`src/rtl/tzbd_pkg.sv`:
```
// shared types, constants and sensor zone table for the touch zone button decoder
package tzbd_pkg;

   localparam int BUTTON_COUNT      = 6;
   localparam int SENSOR_COUNT      = 10;
   localparam int DEF_COUNT_BITS    = 16;
   localparam int DEF_QUEUE_DEPTH   = 4;
   localparam int FIELD_COUNT_BITS  = 16;
   localparam int BUTTON_INDEX_BITS = 3;
   localparam int CSR_INDEX_BITS    = 2;
   localparam int CSR_DATA_BITS     = 9;
   localparam int COORD_BITS        = 18;

   localparam logic [CSR_INDEX_BITS-1:0] CSR_PAD_LEFT     = 2'd0;
   localparam logic [CSR_INDEX_BITS-1:0] CSR_PAD_TOP      = 2'd1;
   localparam logic [CSR_INDEX_BITS-1:0] CSR_TOUCH_RADIUS = 2'd2;

   localparam logic CMD_TOUCH = 1'b0;
   localparam logic CMD_FRAME = 1'b1;

   typedef struct packed {
      logic              command;
      logic signed [15:0] touch_x;
      logic signed [15:0] touch_y;
   } req_payload_type;

   typedef struct packed {
      logic [BUTTON_INDEX_BITS-1:0] button_index;
      logic [FIELD_COUNT_BITS-1:0]  hold_count;
      logic [FIELD_COUNT_BITS-1:0]  release_count;
      logic                         last_button;
   } rsp_payload_type;

   typedef struct packed {
      logic                    frame;
      logic [BUTTON_COUNT-1:0] hit_mask;
   } queue_entry_type;

   typedef struct packed {
      logic [3:0]              xt;
      logic [3:0]              yt;
      logic [1:0]              wt;
      logic [1:0]              ht;
      logic [BUTTON_COUNT-1:0] bits;
   } zone_type;

   // button bits: 0 up, 1 down, 2 left, 3 right, 4 A, 5 B
   localparam zone_type ZONES [SENSOR_COUNT] = '{
      '{xt: 4'd0,  yt: 4'd0, wt: 2'd2, ht: 2'd2, bits: 6'h05},
      '{xt: 4'd2,  yt: 4'd0, wt: 2'd2, ht: 2'd2, bits: 6'h01},
      '{xt: 4'd4,  yt: 4'd0, wt: 2'd2, ht: 2'd2, bits: 6'h09},
      '{xt: 4'd0,  yt: 4'd2, wt: 2'd2, ht: 2'd2, bits: 6'h04},
      '{xt: 4'd4,  yt: 4'd2, wt: 2'd2, ht: 2'd2, bits: 6'h08},
      '{xt: 4'd0,  yt: 4'd4, wt: 2'd2, ht: 2'd2, bits: 6'h06},
      '{xt: 4'd2,  yt: 4'd4, wt: 2'd2, ht: 2'd2, bits: 6'h02},
      '{xt: 4'd4,  yt: 4'd4, wt: 2'd2, ht: 2'd2, bits: 6'h0A},
      '{xt: 4'd7,  yt: 4'd3, wt: 2'd3, ht: 2'd3, bits: 6'h20},
      '{xt: 4'd11, yt: 4'd3, wt: 2'd3, ht: 2'd3, bits: 6'h10}
   };

endpackage

```
`src/rtl/tzbd_front.sv`:
```
// front end: configuration registers and parallel touch square against sensor zone test
module tzbd_front import tzbd_pkg::*; (
   input  logic                      clock,
   input  logic                      reset,
   input  logic                      csr_wr_en,
   input  logic [CSR_INDEX_BITS-1:0] csr_index,
   input  logic [CSR_DATA_BITS-1:0]  csr_wdata,
   input  req_payload_type           req_payload,
   output queue_entry_type           entry
);

   logic [8:0] pad_left_ff;
   logic [8:0] pad_top_ff;
   logic [7:0] touch_radius_ff;

   always_ff @(posedge clock) begin
      if (reset) begin
         pad_left_ff     <= '0;
         pad_top_ff      <= '0;
         touch_radius_ff <= '0;
      end else if (csr_wr_en) begin
         case (csr_index)
            CSR_PAD_LEFT:     pad_left_ff     <= csr_wdata;
            CSR_PAD_TOP:      pad_top_ff      <= csr_wdata;
            CSR_TOUCH_RADIUS: touch_radius_ff <= csr_wdata[7:0];
            default: ;
         endcase
      end
   end

   logic signed [COORD_BITS-1:0] tx;
   logic signed [COORD_BITS-1:0] ty;
   logic signed [COORD_BITS-1:0] rad;
   logic signed [COORD_BITS-1:0] x0;
   logic signed [COORD_BITS-1:0] x1;
   logic signed [COORD_BITS-1:0] y0;
   logic signed [COORD_BITS-1:0] y1;
   logic [BUTTON_COUNT-1:0]      hits;

   assign tx  = {{2{req_payload.touch_x[15]}}, req_payload.touch_x};
   assign ty  = {{2{req_payload.touch_y[15]}}, req_payload.touch_y};
   assign rad = {6'b0, touch_radius_ff, 4'b0};
   assign x0  = tx - rad;
   assign x1  = tx + rad;
   assign y0  = ty - rad;
   assign y1  = ty + rad;

   always_comb begin
      logic [9:0]                   px;
      logic [9:0]                   py;
      logic signed [COORD_BITS-1:0] zx0;
      logic signed [COORD_BITS-1:0] zy0;
      logic signed [COORD_BITS-1:0] zx1;
      logic signed [COORD_BITS-1:0] zy1;
      hits = '0;
      for (int i = 0; i < SENSOR_COUNT; i++) begin
         px  = 10'(pad_left_ff) + {3'b0, ZONES[i].xt, 3'b0};
         py  = 10'(pad_top_ff) + {3'b0, ZONES[i].yt, 3'b0};
         zx0 = {4'b0, px, 4'b0};
         zy0 = {4'b0, py, 4'b0};
         zx1 = zx0 + {9'b0, ZONES[i].wt, 7'b0};
         zy1 = zy0 + {9'b0, ZONES[i].ht, 7'b0};
         if (!(x0 > zx1 || x1 < zx0 || y0 > zy1 || y1 < zy0)) begin
            hits = hits | ZONES[i].bits;
         end
      end
   end

   assign entry.frame    = (req_payload.command == CMD_FRAME);
   assign entry.hit_mask = entry.frame ? '0 : hits;

endmodule

```
`src/rtl/tzbd_queue.sv`:
```
// short queue of classified items between front and back
module tzbd_queue import tzbd_pkg::*; #(
   parameter int DEPTH = DEF_QUEUE_DEPTH
) (
   input  logic            clock,
   input  logic            reset,
   input  logic            push,
   input  queue_entry_type push_entry,
   output logic            full,
   input  logic            pop,
   output logic            head_valid,
   output queue_entry_type head_entry
);

   localparam int PTR_BITS = (DEPTH > 1) ? $clog2(DEPTH) : 1;
   localparam int CNT_BITS = $clog2(DEPTH + 1);

   queue_entry_type       mem [DEPTH];
   logic [PTR_BITS-1:0]   wr_ptr_ff, wr_ptr_in;
   logic [PTR_BITS-1:0]   rd_ptr_ff, rd_ptr_in;
   logic [CNT_BITS-1:0]   count_ff, count_in;

   assign full       = (count_ff == CNT_BITS'(DEPTH));
   assign head_valid = (count_ff != '0);
   assign head_entry = mem[rd_ptr_ff];

   always_comb begin
      wr_ptr_in = wr_ptr_ff;
      rd_ptr_in = rd_ptr_ff;
      count_in  = count_ff;
      if (push) begin
         wr_ptr_in = (wr_ptr_ff == PTR_BITS'(DEPTH - 1)) ? '0 : wr_ptr_ff + 1'b1;
      end
      if (pop) begin
         rd_ptr_in = (rd_ptr_ff == PTR_BITS'(DEPTH - 1)) ? '0 : rd_ptr_ff + 1'b1;
      end
      if (push && !pop) begin
         count_in = count_ff + 1'b1;
      end else if (pop && !push) begin
         count_in = count_ff - 1'b1;
      end
   end

   always_ff @(posedge clock) begin
      if (reset) begin
         wr_ptr_ff <= '0;
         rd_ptr_ff <= '0;
         count_ff  <= '0;
      end else begin
         wr_ptr_ff <= wr_ptr_in;
         rd_ptr_ff <= rd_ptr_in;
         count_ff  <= count_in;
      end
   end

   always_ff @(posedge clock) begin
      if (push) begin
         mem[wr_ptr_ff] <= push_entry;
      end
   end

endmodule

```
`src/rtl/tzbd_back.sv`:
```
// back end: pending mask, hold and release counters, result sequencing
module tzbd_back import tzbd_pkg::*; #(
   parameter int COUNT_BITS = DEF_COUNT_BITS
) (
   input  logic            clock,
   input  logic            reset,
   input  logic            head_valid,
   input  queue_entry_type head_entry,
   output logic            pop,
   output logic            rsp_valid,
   input  logic            rsp_stall,
   output rsp_payload_type rsp_payload
);

   localparam int WIDE_BITS = (COUNT_BITS > FIELD_COUNT_BITS) ? COUNT_BITS : FIELD_COUNT_BITS;
   localparam logic [COUNT_BITS-1:0] COUNT_MAX = '1;
   localparam logic [BUTTON_INDEX_BITS-1:0] LAST_INDEX = BUTTON_INDEX_BITS'(BUTTON_COUNT - 1);

   logic [BUTTON_COUNT-1:0]      pending_ff, pending_in;
   logic [COUNT_BITS-1:0]        hold_ff [BUTTON_COUNT];
   logic [COUNT_BITS-1:0]        hold_in [BUTTON_COUNT];
   logic [COUNT_BITS-1:0]        release_ff [BUTTON_COUNT];
   logic [COUNT_BITS-1:0]        release_in [BUTTON_COUNT];
   logic                         busy_ff, busy_in;
   logic [BUTTON_INDEX_BITS-1:0] idx_ff, idx_in;
   logic                         rsp_valid_ff, rsp_valid_in;
   rsp_payload_type              rsp_payload_ff, rsp_payload_in;
   logic                         out_free;
   logic [WIDE_BITS-1:0]         hold_wide;
   logic [WIDE_BITS-1:0]         release_wide;

   assign pop         = head_valid && !busy_ff;
   assign out_free    = !rsp_valid_ff || !rsp_stall;
   assign rsp_valid   = rsp_valid_ff;
   assign rsp_payload = rsp_payload_ff;
   assign hold_wide    = WIDE_BITS'(hold_ff[idx_ff]);
   assign release_wide = WIDE_BITS'(release_ff[idx_ff]);

   always_comb begin
      pending_in     = pending_ff;
      hold_in        = hold_ff;
      release_in     = release_ff;
      busy_in        = busy_ff;
      idx_in         = idx_ff;
      rsp_valid_in   = rsp_valid_ff;
      rsp_payload_in = rsp_payload_ff;
      if (pop) begin
         if (head_entry.frame) begin
            for (int i = 0; i < BUTTON_COUNT; i++) begin
               if (pending_ff[i]) begin
                  hold_in[i]    = (hold_ff[i] == COUNT_MAX) ? hold_ff[i] : hold_ff[i] + 1'b1;
                  release_in[i] = '0;
               end else begin
                  hold_in[i]    = '0;
                  release_in[i] = (release_ff[i] == COUNT_MAX) ? release_ff[i]
                                                                : release_ff[i] + 1'b1;
               end
            end
            pending_in = '0;
            busy_in    = 1'b1;
            idx_in     = '0;
         end else begin
            pending_in = pending_ff | head_entry.hit_mask;
         end
      end
      if (out_free) begin
         rsp_valid_in = busy_ff;
         if (busy_ff) begin
            rsp_payload_in.button_index  = idx_ff;
            rsp_payload_in.hold_count    = hold_wide[FIELD_COUNT_BITS-1:0];
            rsp_payload_in.release_count = release_wide[FIELD_COUNT_BITS-1:0];
            rsp_payload_in.last_button   = (idx_ff == LAST_INDEX);
            idx_in = (idx_ff == LAST_INDEX) ? '0 : idx_ff + 1'b1;
            if (idx_ff == LAST_INDEX) begin
               busy_in = 1'b0;
            end
         end
      end
   end

   always_ff @(posedge clock) begin
      if (reset) begin
         pending_ff   <= '0;
         busy_ff      <= 1'b0;
         idx_ff       <= '0;
         rsp_valid_ff <= 1'b0;
         for (int i = 0; i < BUTTON_COUNT; i++) begin
            hold_ff[i]    <= '0;
            release_ff[i] <= '0;
         end
      end else begin
         pending_ff   <= pending_in;
         busy_ff      <= busy_in;
         idx_ff       <= idx_in;
         rsp_valid_ff <= rsp_valid_in;
         hold_ff      <= hold_in;
         release_ff   <= release_in;
      end
   end

   always_ff @(posedge clock) begin
      rsp_payload_ff <= rsp_payload_in;
   end

endmodule

```
`src/rtl/touch_zone_button_decoder_core.sv`:
```
// top level of the touch zone button decoder
// touch items: one transfer per cycle unless stalled; hit mask queued, then ORed into pending
// frame items: queued, popped to start the results, then one result per cycle unless stalled
// a frame holds the back end busy from the pop until the last button result is issued
// the front keeps taking items into a queue of QUEUE_DEPTH entries meanwhile
// synchronous reset clears configuration, pending mask, counters, queue and output valid
module touch_zone_button_decoder_core import tzbd_pkg::*; #(
   parameter int COUNT_BITS  = DEF_COUNT_BITS,
   parameter int QUEUE_DEPTH = DEF_QUEUE_DEPTH
) (
   input  logic                      clock,
   input  logic                      reset,
   input  logic                      csr_wr_en,
   input  logic [CSR_INDEX_BITS-1:0] csr_index,
   input  logic [CSR_DATA_BITS-1:0]  csr_wdata,
   input  logic                      req_valid,
   output logic                      req_stall,
   input  req_payload_type           req_payload,
   output logic                      rsp_valid,
   input  logic                      rsp_stall,
   output rsp_payload_type           rsp_payload
);

   queue_entry_type front_entry;
   queue_entry_type head_entry;
   logic            queue_full;
   logic            head_valid;
   logic            pop;
   logic            push;

   assign req_stall = queue_full;
   assign push      = req_valid && !queue_full;

   tzbd_front u_front (
      .clock       (clock),
      .reset       (reset),
      .csr_wr_en   (csr_wr_en),
      .csr_index   (csr_index),
      .csr_wdata   (csr_wdata),
      .req_payload (req_payload),
      .entry       (front_entry)
   );

   tzbd_queue #(
      .DEPTH (QUEUE_DEPTH)
   ) u_queue (
      .clock      (clock),
      .reset      (reset),
      .push       (push),
      .push_entry (front_entry),
      .full       (queue_full),
      .pop        (pop),
      .head_valid (head_valid),
      .head_entry (head_entry)
   );

   tzbd_back #(
      .COUNT_BITS (COUNT_BITS)
   ) u_back (
      .clock       (clock),
      .reset       (reset),
      .head_valid  (head_valid),
      .head_entry  (head_entry),
      .pop         (pop),
      .rsp_valid   (rsp_valid),
      .rsp_stall   (rsp_stall),
      .rsp_payload (rsp_payload)
   );

endmodule

```
`config.mk`:
```
export PLATFORM = sky130hd
export DESIGN_NAME = touch_zone_button_decoder_core
export DESIGN_NICKNAME = d
export VERILOG_FILES = /design/src/rtl/tzbd_pkg.sv /design/src/rtl/tzbd_front.sv /design/src/rtl/tzbd_queue.sv /design/src/rtl/tzbd_back.sv /design/src/rtl/touch_zone_button_decoder_core.sv
export SDC_FILE = /design/constraint.sdc
export NUM_CORES = 1
export LEC_CHECK = 0
export BUFFER_PORTS_ARGS = -buffer_cell sky130_fd_sc_hd__buf_2
export CORE_MARGIN = 10
export CORE_UTILIZATION = 45
export CTS_BUF_LIST = sky130_fd_sc_hd__clkbuf_8
export DETAILED_ROUTE_END_ITERATION = 10
export PLACE_DENSITY = 0.71
export SYNTH_ARGS = -nofsm -noshare
export SYNTH_HDL_FRONTEND = slang
export SYNTH_SLANG_ARGS = --single-unit
```
`constraint.sdc`:
```
create_clock -name clock -period 4.3 [get_ports clock]
set_clock_uncertainty 0.15 [all_clocks]
set_input_delay 0.645 -clock clock [delete_from_list [all_inputs] [get_ports clock]]
set_output_delay 0.645 -clock clock [all_outputs]
set_load 0.05 [all_outputs]
```
* After elaboration in Yosys (flattened, before gate mapping)
Memory sizes are Yosys's and may differ from the RTL's. A register that Yosys moved wholly into a read port is not among the register bits.
Cells that the tools add are included.
** Cells by class
- Bitwise logic cells :: 2
- Add/sub/neg operators :: 37
- Equal/unequal tests :: 30
- Magnitude comparators :: 19
- Reductions and logical operators :: 55
- Muxes and demuxes :: 60
** Operators by type and width (number)
- 2-to-1 mux 16 bit :: 28
- adder 16 x 1 -> 16 bit, second input constant :: 12
- equality test 16 bit, second input constant :: 12
- greater-than comparator 18 bit :: 9
- less-than comparator 18 x 15 -> 1 bit :: 7
- adder 14 x 9 -> 15 bit, second input constant :: 7
- binary-select mux 16 bit (select 3 bit) :: 2
- less-than comparator 18 x 14 -> 1 bit :: 2
- AND reduction 3 bit :: 12
- adder 16 x 13 -> 17 bit :: 2
- subtractor 16 x 13 -> 17 bit :: 2
- adder 9 x 5 -> 10 bit, second input constant :: 3
- adder 9 x 6 -> 10 bit, second input constant :: 3
- 2-to-1 mux 3 bit :: 10
- adder 13 x 9 -> 14 bit, second input constant :: 2
- logical OR 1 bit :: 26
- 2-to-1 mux 6 bit :: 3
- 2-to-1 mux 4 bit :: 3
- != test 2 x 1 -> 1 bit, second input constant :: 6
- != test 2 bit, second input constant :: 6
- adder 9 x 7 -> 10 bit, second input constant :: 1
- 2-to-1 mux 2 bit :: 5
- 2-to-1 mux 1 bit :: 8
- AND reduction 2 bit :: 4
- other kinds (15) :: 28
** Word-level totals
- Bits of input ports :: 49
- Memories :: 1
- Memory bits (writable) :: 28
- Output and inout port bits :: 38
- Bits in registers :: 272
** Memories
- u_queue.mem :: depth 4, bits a word 7, read ports 1, clocked after memory_dff 1, wr ports 1, RTL line tzbd_queue.sv:18 : queue_entry_type mem [DEPTH];

* Logic depth before layout (Yosys ltp)
Gate-level depths: netlist of run 1.
- Word-level depth :: 16
- Depth in mapped cells :: 21
- Mapped depth without buffers :: 21

* Cells and area by module
Synthesis of run 1 repeated with hierarchy kept, for this count alone.
** Second synthesis, totals
- Cell total of the unflattened synthesis :: 2569
- Area total of the unflattened synthesis :: 21892.2 um2
** Modules (own cells, without submodules)
- tzbd_back :: cells each 1596, sequential area each 5144.9 um2, instances 1, area each 13560.5 um2
- tzbd_front :: cells each 891, sequential area each 520.5 um2, instances 1, area each 6862.8 um2
- tzbd_queue :: cells each 81, sequential area each 1021.0 um2, instances 1, area each 1455.1 um2
- touch_zone_button_decoder_core :: cells each 1, sequential area each 0.0 um2, instances 1, area each 13.8 um2

* Worst setup path before layout of run 1
Ideal clock, no wire load.
- Path type :: in2reg
- Start point :: input req_payload[4] (netlist bit)
- End point :: memory u_queue.mem[0][2] (netlist bit), data pin
- Data arrival time :: 4181 ps
- Setup time :: 170 ps
- Path buffers :: 0
- Path slack :: -202 ps
- Cell stages on the path :: 19
- Required time :: 3980 ps
- Cell sequence :: inv_1 ha_1 fa_1 nor2b_1 o21ai_0 a21oi_1 o21a_1 nor2_1 xnor2_1 ha_1 a2111oi_0 nand2_1 o21ai_0 a31o_2 nand2_1 and3_1 o311a_1 o311ai_1 nor2b_1
** RTL lines
- from (decl) :: RTL line touch_zone_button_decoder_core.sv:18 : input req_payload_type req_payload,
- to (decl) :: RTL line tzbd_queue.sv:18

==> results.cfg, run 1 <==
[floorplanning]
rows = 76
num_io_pins = 87
coreArea_um2 = 43200
die_h_um = 229
dieArea_um2 = 52500
start_util_pct = 45.6
die_w_um = 229

[sta]
fin_crit_ns = 4.06
tightestPinTransition_ns = 1.15
hold_viol = 0
slew_violations = 0
fin_crit_sh_pct = 94.5
fmax_ghz = 0.246
max-slew-margin-rel_pct = 23.3
setup_viol = 0
whs_ns = 0.128

[synth]
synth.distinct_cells = 97
syn-cell-area_um2 = 19700
synth_cells = 2181
yosysSeqAreaShare_pct = 34.0
ys.flop_type = dfxtp_1
synth-edff-count = 64
synth_area_per_cell_um2 = 9.03
synthArstFlopShare_pct = 0
synth-seq-cells = 302
ys_warn_count = 0

[clock_tree]
cts_max_level = 2
cts_buffer_depth = 3
cts_root_buf = clkbuf_8
clk_pin_slew_worst_paths_ns = 0.07
cts_tree = done
clk_latency_ns = 0.61
cts_buffers = 51
numClockSinks = 302

[route]
wl_per_cell_um = 16.7
wirelength_mm = 50.0
drt_iter0_drc = 1047
dr_total_vias = 16600
drc = 0
first_pass_iters = 6
drt-vias-per-instance = 5.54
drtAntennaViolNets = 0

[worst_hold_path]
min_path_type = primary input to flop
min_path_cells = 3
min-delay-start = csr_wdata[8]

[worst_setup_path]
cp_data_required_time_ns = 4.62
r2r_end = u_queue.mem[2][2]
r2r_start = u_front.touch_radius_ff[2]
criticalPathCategory = flop to flop
cp-end-kind = flop
crit_end = u_queue.mem[2][2]
reg2reg_setup_slack_ns = 0.24
startpoint = u_front.touch_radius_ff[2]
rr_worst_depth = 18
worst_setup_path_start_kind = flop
crit_fanout = 6
arrival_ns = 4.38

[finish]
final_cell_mix = nor2_1, dfxtp_1, ha_1
layout-drive-gt1-share_pct = 15.7
final_common_cell = nor2_1
fill_cells = 3984
nNetsFinal = 2593
syn_to_final_growth_pct = 14.7
utilization_pct = 52.3

[placed_design]
dp_hpwl_mm = 39.0
portBuffers = 86
gp_congestion = 0.927

[global_route]
grt_pass1_wl_mm = 81.2
grt_pass1_vias = 16400
overflow = 0
grt_util_all_layers_pct = 18.2
grt_max_degree = 38
grt_antenna_before_repair = 6

[power]
finalPower_mw = 8.75
pwr_density_cell_nw_per_um2 = 388
power.leakage_nw = 8.64
ir_worst_vdd_mv = 0.287

[flow_run]
cap_violations = 0

[outcome]
status = complete, no violations
[kinds of logic after synthesis]
logic type / after synthesis / synth area share (%)
AND/OR/NAND/NOR: 778 / 19.2
AO/OA/AOI/OAI: 397 / 13.4
flip-flops: 302 / 34.0
XOR/XNOR: 223 / 9.96
buffers and inverters: 197 / 4.04
adder cells (fa/ha/maj): 185 / 11.9
multiplexers: 98 / 7.46
other: 1 / 0.0190
[per-stage QoR]
stage / cells / area [um2] / setup TNS (ns) / setup WS, ns
2_1_floorplan: 2187 / 19700 / 0 / 0.0196
3_3_place_gp: 2894 / 21400 / -3.99 / -0.320
3_5_place_dp: 2894 / 21400 / -6.72 / -0.373
4_1_cts: 2990 / 22400 / 0 / 0.0228
5_1_grt: 2992 / 22600 / -0.0310 / -0.00966
6_report: 2993 / 22600 / 0 / 0.238
[layer usage]
layer	GRT usage (%)	share of wire [%]	up-vias
met5	0	0.060	-
met4	4.76	2.2	6
met3	3.20	5.5	87
met2	32.3	49	400
met1	22.3	44	7945
li1	-	-	8151
[synth_stat cells, drive strengths merged, types with 12 or more instances]
cell type | instances | area share (%)
nor2 | 299 | 5.7
dfxtp | 238 | 24
ha | 176 | 11
nand2 | 138 | 2.7
xor2 | 135 | 6.0
a21oi | 125 | 3.2
inv | 124 | 2.4
xnor2 | 88 | 4.0
o21ai | 87 | 2.2
nand3 | 78 | 2.0
edfxtp | 64 | 9.8
mux2i | 59 | 3.0
or3 | 57 | 1.8
clkbuf | 43 | 0.83
mux4 | 39 | 4.5
nand4 | 35 | 1.1
o22ai | 33 | 1.0
and3 | 31 | 0.99
buf | 29 | 0.83
nand2b | 25 | 0.79
nor3 | 24 | 0.61
and4 | 19 | 0.86
a31oi | 17 | 0.68
o31ai | 14 | 0.71
nor2b | 13 | 0.45
a21o | 12 | 0.46
o31a | 12 | 0.58
[worst min path at each step]
stage                     slack [ns]                endpoint
after floorplan                 0.26  u_back.rsp_payload[33]
after global placement          0.32          u_back.busy_ff
after detailed placement        0.34   u_back.release_ff[33]
after CTS                       0.08  u_front.pad_left_ff[8]
after global routing            0.13   u_front.pad_top_ff[8]
final                           0.13  u_front.pad_left_ff[8]
[flip-flops by register name, indices dropped and copies added (netlist names), named ones only]
name	flops
u_back.rsp_valid	1
u_queue.count_ff	3
u_queue.mem	28
u_front.pad_left_ff	9
u_queue.wr_ptr_ff	2
u_back.idx_ff	3
u_back.pending_ff	6
u_back.rsp_payload	36
u_back.release_ff	96
u_front.touch_radius_ff	8
u_back.hold_ff	96
u_queue.rd_ptr_ff	2
u_back.busy_ff	1
u_front.pad_top_ff	9
[area by class of cell]
class	count	area (um2)	share of cell area (%)
Clock buffer	61	840	3.72
Clock inverter	35	188	0.831
Timing Repair Buffer	195	1250	5.53
Multi-Input combinational cell	1688	12400	54.9
Sequential cell	302	6690	29.6
Antenna cell	2	5.00	0.0222
Inverter	125	469	2.08
Tap cell	585	732	3.24
[where the power goes]
| group | internal (mW) | total, mW | switching (mW) |
|---|---|---|---|
| logic | 1.05 | 2.73 | 1.68 |
| clock network | 1.36 | 2.56 | 1.20 |
| registers | 3.18 | 3.45 | 0.279 |
[critical path, stage by stage (launching register included)]
cell and delay (ns):
dfxtp_1 0.34, inv_1 0.08, ha_1 0.30, buf_4 0.17, o21a_1 0.19, o31a_4 0.11
o22a_1 0.19, nor2_1 0.18, xnor2_2 0.18, ha_1 0.32, a2111oi_1 0.44, a21oi_1 0.08
a31oi_1 0.15, nand2_1 0.09, maj3_2 0.33, a211oi_2 0.20, o21ai_2 0.10, o311ai_2 0.10
nor2b_4 0.23
[repair_timing]
| item | CTS | global route |
|---|---|---|
| gates resized for setup | 0 | 30 |
| hold buffers | 0 | 0 |
| setup buffers | 0 | 1 |
| endpoints found under the setup margin | 0 | 24 |
No activity file was read; power rests on OpenSTA's default activity.
==> run 2: changes to the inputs <==
--- a/config.mk
+++ b/config.mk
@@ -10,7 +10,8 @@
 export CORE_UTILIZATION = 45
 export CTS_BUF_LIST = sky130_fd_sc_hd__clkbuf_8
 export DETAILED_ROUTE_END_ITERATION = 10
-export PLACE_DENSITY = 0.71
+export PLACE_DENSITY = 0.68
+export SETUP_SLACK_MARGIN = 0.3
 export SYNTH_ARGS = -nofsm -noshare
 export SYNTH_HDL_FRONTEND = slang
 export SYNTH_SLANG_ARGS = --single-unit
==> constraint.sdc (replaced) <==
create_clock -name clock -period 5.2 [get_ports clock]
set_clock_uncertainty 0.15 [all_clocks]
set_input_delay 0.78 -clock clock [delete_from_list [all_inputs] [get_ports clock]]
set_output_delay 0.78 -clock clock [all_outputs]
set_load 0.05 [all_outputs]
==> run 2 against run 1 <==
Compared with the run above: die area did not move; sequential power fell by 17%; fmax fell by 11%; total power fell by 18%; design area fell by 3.4%; via count fell by 2.8%; final cell count fell by 3.0%; setup slack improved by 0.41 ns; clock-buffer cell count rose by 2; critical endpoint unchanged.
==> results.cfg, run 2 (synthesis gave the netlist of run 1 again) <==
[outcome]
status = complete, no violations

[sta]
finalSetupTns_ns = 0
fin_crit_sh_pct = 87.4
fmax_ghz = 0.220
tightestPinTransition_ns = 1.13
whs_ns = 0.266
slew_violations = 0
fin_crit_ns = 4.55
hold_viol = 0
rsz0062_at_grt = false
setup_ws_ns = 0.653
setup_viol = 0
max-slew-margin-rel_pct = 24.4

[worst_setup_path]
cp-end-kind = flop
arrival_ns = 4.82
crit_cells = 18
criticalPathCategory = flop to flop
worst_setup_path_start_kind = flop
cp_slowest_cell = dfxtp_1
crit_chain = inv_1 -> ha_1 -> nor2b_1 -> o21ai_0 -> a21oi_1 -> o31a_1 -> nor2_1 -> xor2_2 -> ha_1 -> a21oi_1 -> nand2_1 -> a31oi_1 -> nand2_1 -> maj3_2 -> a211oi_2 -> o21ai_1 -> o311ai_1 -> nor2b_1
rr_worst_depth = 18
crit_buf_inv = 1
cp_data_required_time_ns = 5.47
critPathTopFamily = compound AO/OA/AOI/OAI gates
startpoint = u_front.touch_radius_ff[2]
r2r_start = u_front.touch_radius_ff[2]
cpPeakStageDelay_ns = 0.42
crit_fanout = 7

[clock_tree]
cts_tree = done
cts_buffers = 51
cts_buffer_depth = 3
clk_pin_slew_worst_paths_ns = 0.06
cts_max_level = 2
numClockSinks = 302
clk_latency_ns = 0.62
cts_root_buf = clkbuf_8
cts_hold_buf = 0

[power]
ir_worst_vdd_mv = 0.331
pwr_density_cell_nw_per_um2 = 330
power.leakage_nw = 8.20

[floorplanning]
dieArea_um2 = 52500
die_w_um = 229
die_h_um = 229
start_util_pct = 45.6
num_io_pins = 87
rows = 76
coreArea_um2 = 43200

[global_route]
grt_pass1_vias = 15700
grt_pass1_wl_mm = 79.4
overflow = 0
grt_max_degree = 47
grt_util_all_layers_pct = 18.0
grt_antenna_before_repair = 5

[finish]
fin_area_um2 = 21800
nNetsFinal = 2506
final_common_cell = nor2_1
layout-drive-gt1-share_pct = 11.7
syn_to_final_growth_pct = 10.8
final_cell_mix = nor2_1, dfxtp_1, ha_1
final_cells = 2902

[route]
wirelength_mm = 48.9
wl_per_cell_um = 16.8
drt_iter0_drc = 856
drc = 0
first_pass_iters = 5
dr_total_vias = 16100
drt-vias-per-instance = 5.55
drtAntennaViolNets = 0

[worst_hold_path]
min_path_type = primary input to flop
min-delay-start = req_payload[32]
min_path_cells = 1

[placed_design]
pre_cts_ws_ns = 0.0845
placed_cell_area_um2 = 20700
place_inst = 2808
gp_congestion = 0.953
dp_hpwl_mm = 38.0
portBuffers = 86

[flow_run]
cap_violations = 0
-- run 2: changes by cell type in the layout (fill, tap and decap cells not counted), moves of 3 or more --
cell       before  now
o21ai_0        81   84
buf_4         109   22
ha_1          173  176
clkinv_1       11    6
a2111oi_0       1    4
-- run 2: what timing repair did --
item / in CTS / in global routing
gates resized for setup: 0 / 5
buffers inserted: 0 / 0
endpoints found under the setup margin: 0 / 8
-- run 2: worst reg2reg max path, delay by kind of cell (launching register included) --
| family | cells | cell delay (ns) |
|---|---|---|
| AOI/OAI and AO/OA | 8 | 1.52 |
| adders and majority gates | 3 | 1.05 |
| and+or+nand+nor | 5 | 0.80 |
| DFF | 1 | 0.42 |
| xor gates and xnor gates | 1 | 0.30 |
| buffers and inverters | 1 | 0.11 |
-- run 2: metal layers --
metal	track usage, %	wire length, um	vias to the layer above
met4	6.56	1410	4
met1	22.5	21800	7664
li1	-	-	7983
met5	0	26	-
met2	30.5	23200	368
met3	3.30	2490	101
-- run 2: power by group --
| group | internal (mW) | switching [mW] | total (mW) |
|---|---|---|---|
| Combinational | 0.788 | 1.36 | 2.15 |
| Sequential | 2.63 | 0.229 | 2.85 |
| Clock | 1.19 | 1.00 | 2.19 |
| Total | 4.61 | 2.59 | 7.19 |
-- run 2: worst paths after layout --
path	to	slack [ns]
setup reg to reg	u_queue.mem[2][2]	0.65
hold / removal	u_queue.mem[3][6]	0.27
hold reg to reg	u_back.release_ff[17]	0.34
setup / recovery	u_queue.mem[2][2]	0.65
-- run 2: layout make-up --
type,count,area [um2]
Sequential cell,302,6690
Antenna cell,2,5.00
Multi-Input combinational cell,1688,12300
Timing Repair Buffer,108,596
Tap cell,585,732
Inverter,125,469
Clock buffer,63,867
Clock inverter,29,189
Fill cell,4053,21400
-- run 2: stage by stage --
| step | power (mW) | utilization [%] |
|---|---|---|
| global placement | 4.97 | 48.0 |
| global route | 7.59 | 50.5 |
| detailed placement | 5.04 | 48.0 |
| floorplan | 4.51 | - |
| finish | 7.19 | 50.5 |
| CTS | 7.25 | 50.5 |
==> run 3: changes to the inputs <==
==> constraint.sdc (replaced) <==
create_clock -name clock -period 4.4 [get_ports clock]
set_clock_uncertainty 0.15 [all_clocks]
set_input_delay 0.66 -clock clock [delete_from_list [all_inputs] [get_ports clock]]
set_output_delay 0.66 -clock clock [all_outputs]
set_load 0.05 [all_outputs]
==> run 3 against run 2 <==
Compared with the run above: total power up 19%; die area unchanged; final cell count up 2.2%; first-iteration DRC count up 16%; setup slack worse by 0.27 ns; worst hold slack worse by 0.099 ns; clock-buffer cell count down 9; via count up 2.4%; combinational power up 27%; register-to-register slack worse by 0.27 ns; utilization up 1.8 points; flip-flop and latch count unchanged; critical endpoint is now u_queue.mem[0][3].
==> results.cfg, run 3 (synthesis gave the netlist of run 1 again) <==
[worst_setup_path]
cp_data_required_time_ns = 4.71
crit_buf_inv = 1
cpPeakStageDelay_ns = 0.34
cp-end-kind = flop
crit_chain = inv_1 -> ha_4 -> nor2b_2 -> o21ai_2 -> a21oi_2 -> o31a_1 -> nor2_2 -> xor2_2 -> ha_4 -> a21oi_2 -> nand2_1 -> a31oi_1 -> nand2_1 -> maj3_2 -> a211oi_2 -> o21ai_2 -> o311ai_2 -> nor2b_4
crit_fanout = 4
arrival_ns = 4.33
cp_slowest_cell = dfxtp_2
critPathTopFamily = compound AO/OA/AOI/OAI gates
worst_setup_path_start_kind = flop
criticalPathCategory = flop to flop

[clock_tree]
clk_latency_ns = 0.63
cts_hold_buf = 0
cts_tree = done
numClockSinks = 302
cts_buffers = 50
cts_buffer_depth = 3
cts_max_level = 2
clk_pin_slew_worst_paths_ns = 0.06
cts_root_buf = clkbuf_8

[placed_design]
portBuffers = 86
place_inst = 2872
dp_hpwl_mm = 39.3
gp_congestion = 0.920

[sta]
max-slew-margin-rel_pct = 23.3
slew_violations = 0
tightestPinTransition_ns = 1.15
fmax_ghz = 0.249
hold_viol = 0
setup_viol = 0
fin_crit_ns = 4.02
finalSetupTns_ns = 0
fin_crit_sh_pct = 91.4
rsz0062_at_grt = true

[floorplanning]
die_h_um = 229
die_w_um = 229
dieArea_um2 = 52500
rows = 76
coreArea_um2 = 43200
num_io_pins = 87
start_util_pct = 45.6

[route]
drtAntennaViolNets = 0
wl_per_cell_um = 17.1
dr_total_vias = 16500
drt_iter0_drc = 993
first_pass_iters = 5
drt-vias-per-instance = 5.56
drc = 0
wirelength_mm = 50.6

[finish]
fill_cells = 4017
syn_to_final_growth_pct = 14.7
layout-drive-gt1-share_pct = 16.2
final_common_cell = nor2_1
nNetsFinal = 2572
final_cell_mix = nor2_1, dfxtp_1, ha_1
final_cells = 2967

[global_route]
overflow = 0
grt_pass1_vias = 16300
grt_antenna_before_repair = 5
grt_pass1_wl_mm = 82.5
grt_util_all_layers_pct = 18.6
grt_max_degree = 39

[power]
pwr_density_cell_nw_per_um2 = 380
ir_worst_vdd_mv = 0.326
power.leakage_nw = 8.54
finalPower_mw = 8.57

[worst_hold_path]
min_path_type = primary input to flop

[outcome]
status = complete, no violations

[flow_run]
cap_violations = 0
run 3: cell types whose count changed in the layout (fill, tap and decap cells not counted), moves of 6 or more:
cell      change
buf_4        +67
clkbuf_8      -9
ha_1          -9
clkinv_1      +7
ha_4          +7
inv_1         -7
clkinv_2      +6
o21ai_0       -6
run 3: what timing repair did:
item	CTS	global route
gates resized for setup	12	51
endpoints found under the setup margin	17	24
buffers inserted	1	2
pin swaps	3	14
endpoints found under the hold margin	0	0
run 3: power breakdown:
group          switching [mW]  total (mW)  internal [mW]
Sequential              0.251        3.35           3.10
Combinational            1.69        2.72           1.03
Clock                    1.18        2.50           1.32
Total                    3.12        8.57           5.46
run 3: worst paths after layout:
check | startpoint | to | slack [ns] | cells after the start
max | u_front.touch_radius_ff[2] | u_queue.mem[0][3] | 0.38 | 18
max reg2reg | u_front.touch_radius_ff[2] | u_queue.mem[0][3] | 0.38 | 18
min reg2reg | u_back.release_ff[33] | u_back.release_ff[33] | 0.34 | 2
min | req_payload[32] | u_queue.mem[3][6] | 0.17 | 1
run 3: layout make-up:
| class | instances | area, um2 | area share, % |
|---|---|---|---|
| Inverter | 125 | 469 | 2.08 |
| Sequential cell | 302 | 6700 | 29.7 |
| Clock inverter | 37 | 258 | 1.14 |
| Multi-Input combinational cell | 1688 | 12600 | 55.7 |
| Timing Repair Buffer | 175 | 1100 | 4.86 |
| Clock buffer | 54 | 743 | 3.29 |
| Antenna cell | 1 | 2.50 | 0.0111 |
| Tap cell | 585 | 732 | 3.24 |
run 3: per-stage QoR:
stage	hold WS [ns]	util [%]	worst slack [ns]	instance area, um2
floorplan	0.256	-	0.300	19700
global placement	0.320	49.2	-0.155	21200
detailed placement	0.329	49.2	-0.200	21200
CTS	0.115	51.6	0.307	22300
global route	0.149	52.3	0.151	22600
finish	0.167	52.3	0.380	22600
run 3: routing by layer:
metal	up-vias	track usage (%)	routed length (um)
met5	-	0	30
met4	4	5.88	1230
met3	87	3.09	2430
met2	381	32.6	24600
met1	7937	23.0	22300
li1	8099	-	-
run 3: worst reg2reg max path, cell delays in order (launching register included):
cell and delay, ns:
dfxtp_2 0.34, inv_1 0.15, ha_4 0.24, nor2b_2 0.15
o21ai_2 0.16, a21oi_2 0.10, o31a_1 0.32, nor2_2 0.14
xor2_2 0.33, ha_4 0.27, a21oi_2 0.15, nand2_1 0.08
a31oi_1 0.17, nand2_1 0.10, maj3_2 0.33, a211oi_2 0.22
o21ai_2 0.13, o311ai_2 0.11, nor2b_4 0.23
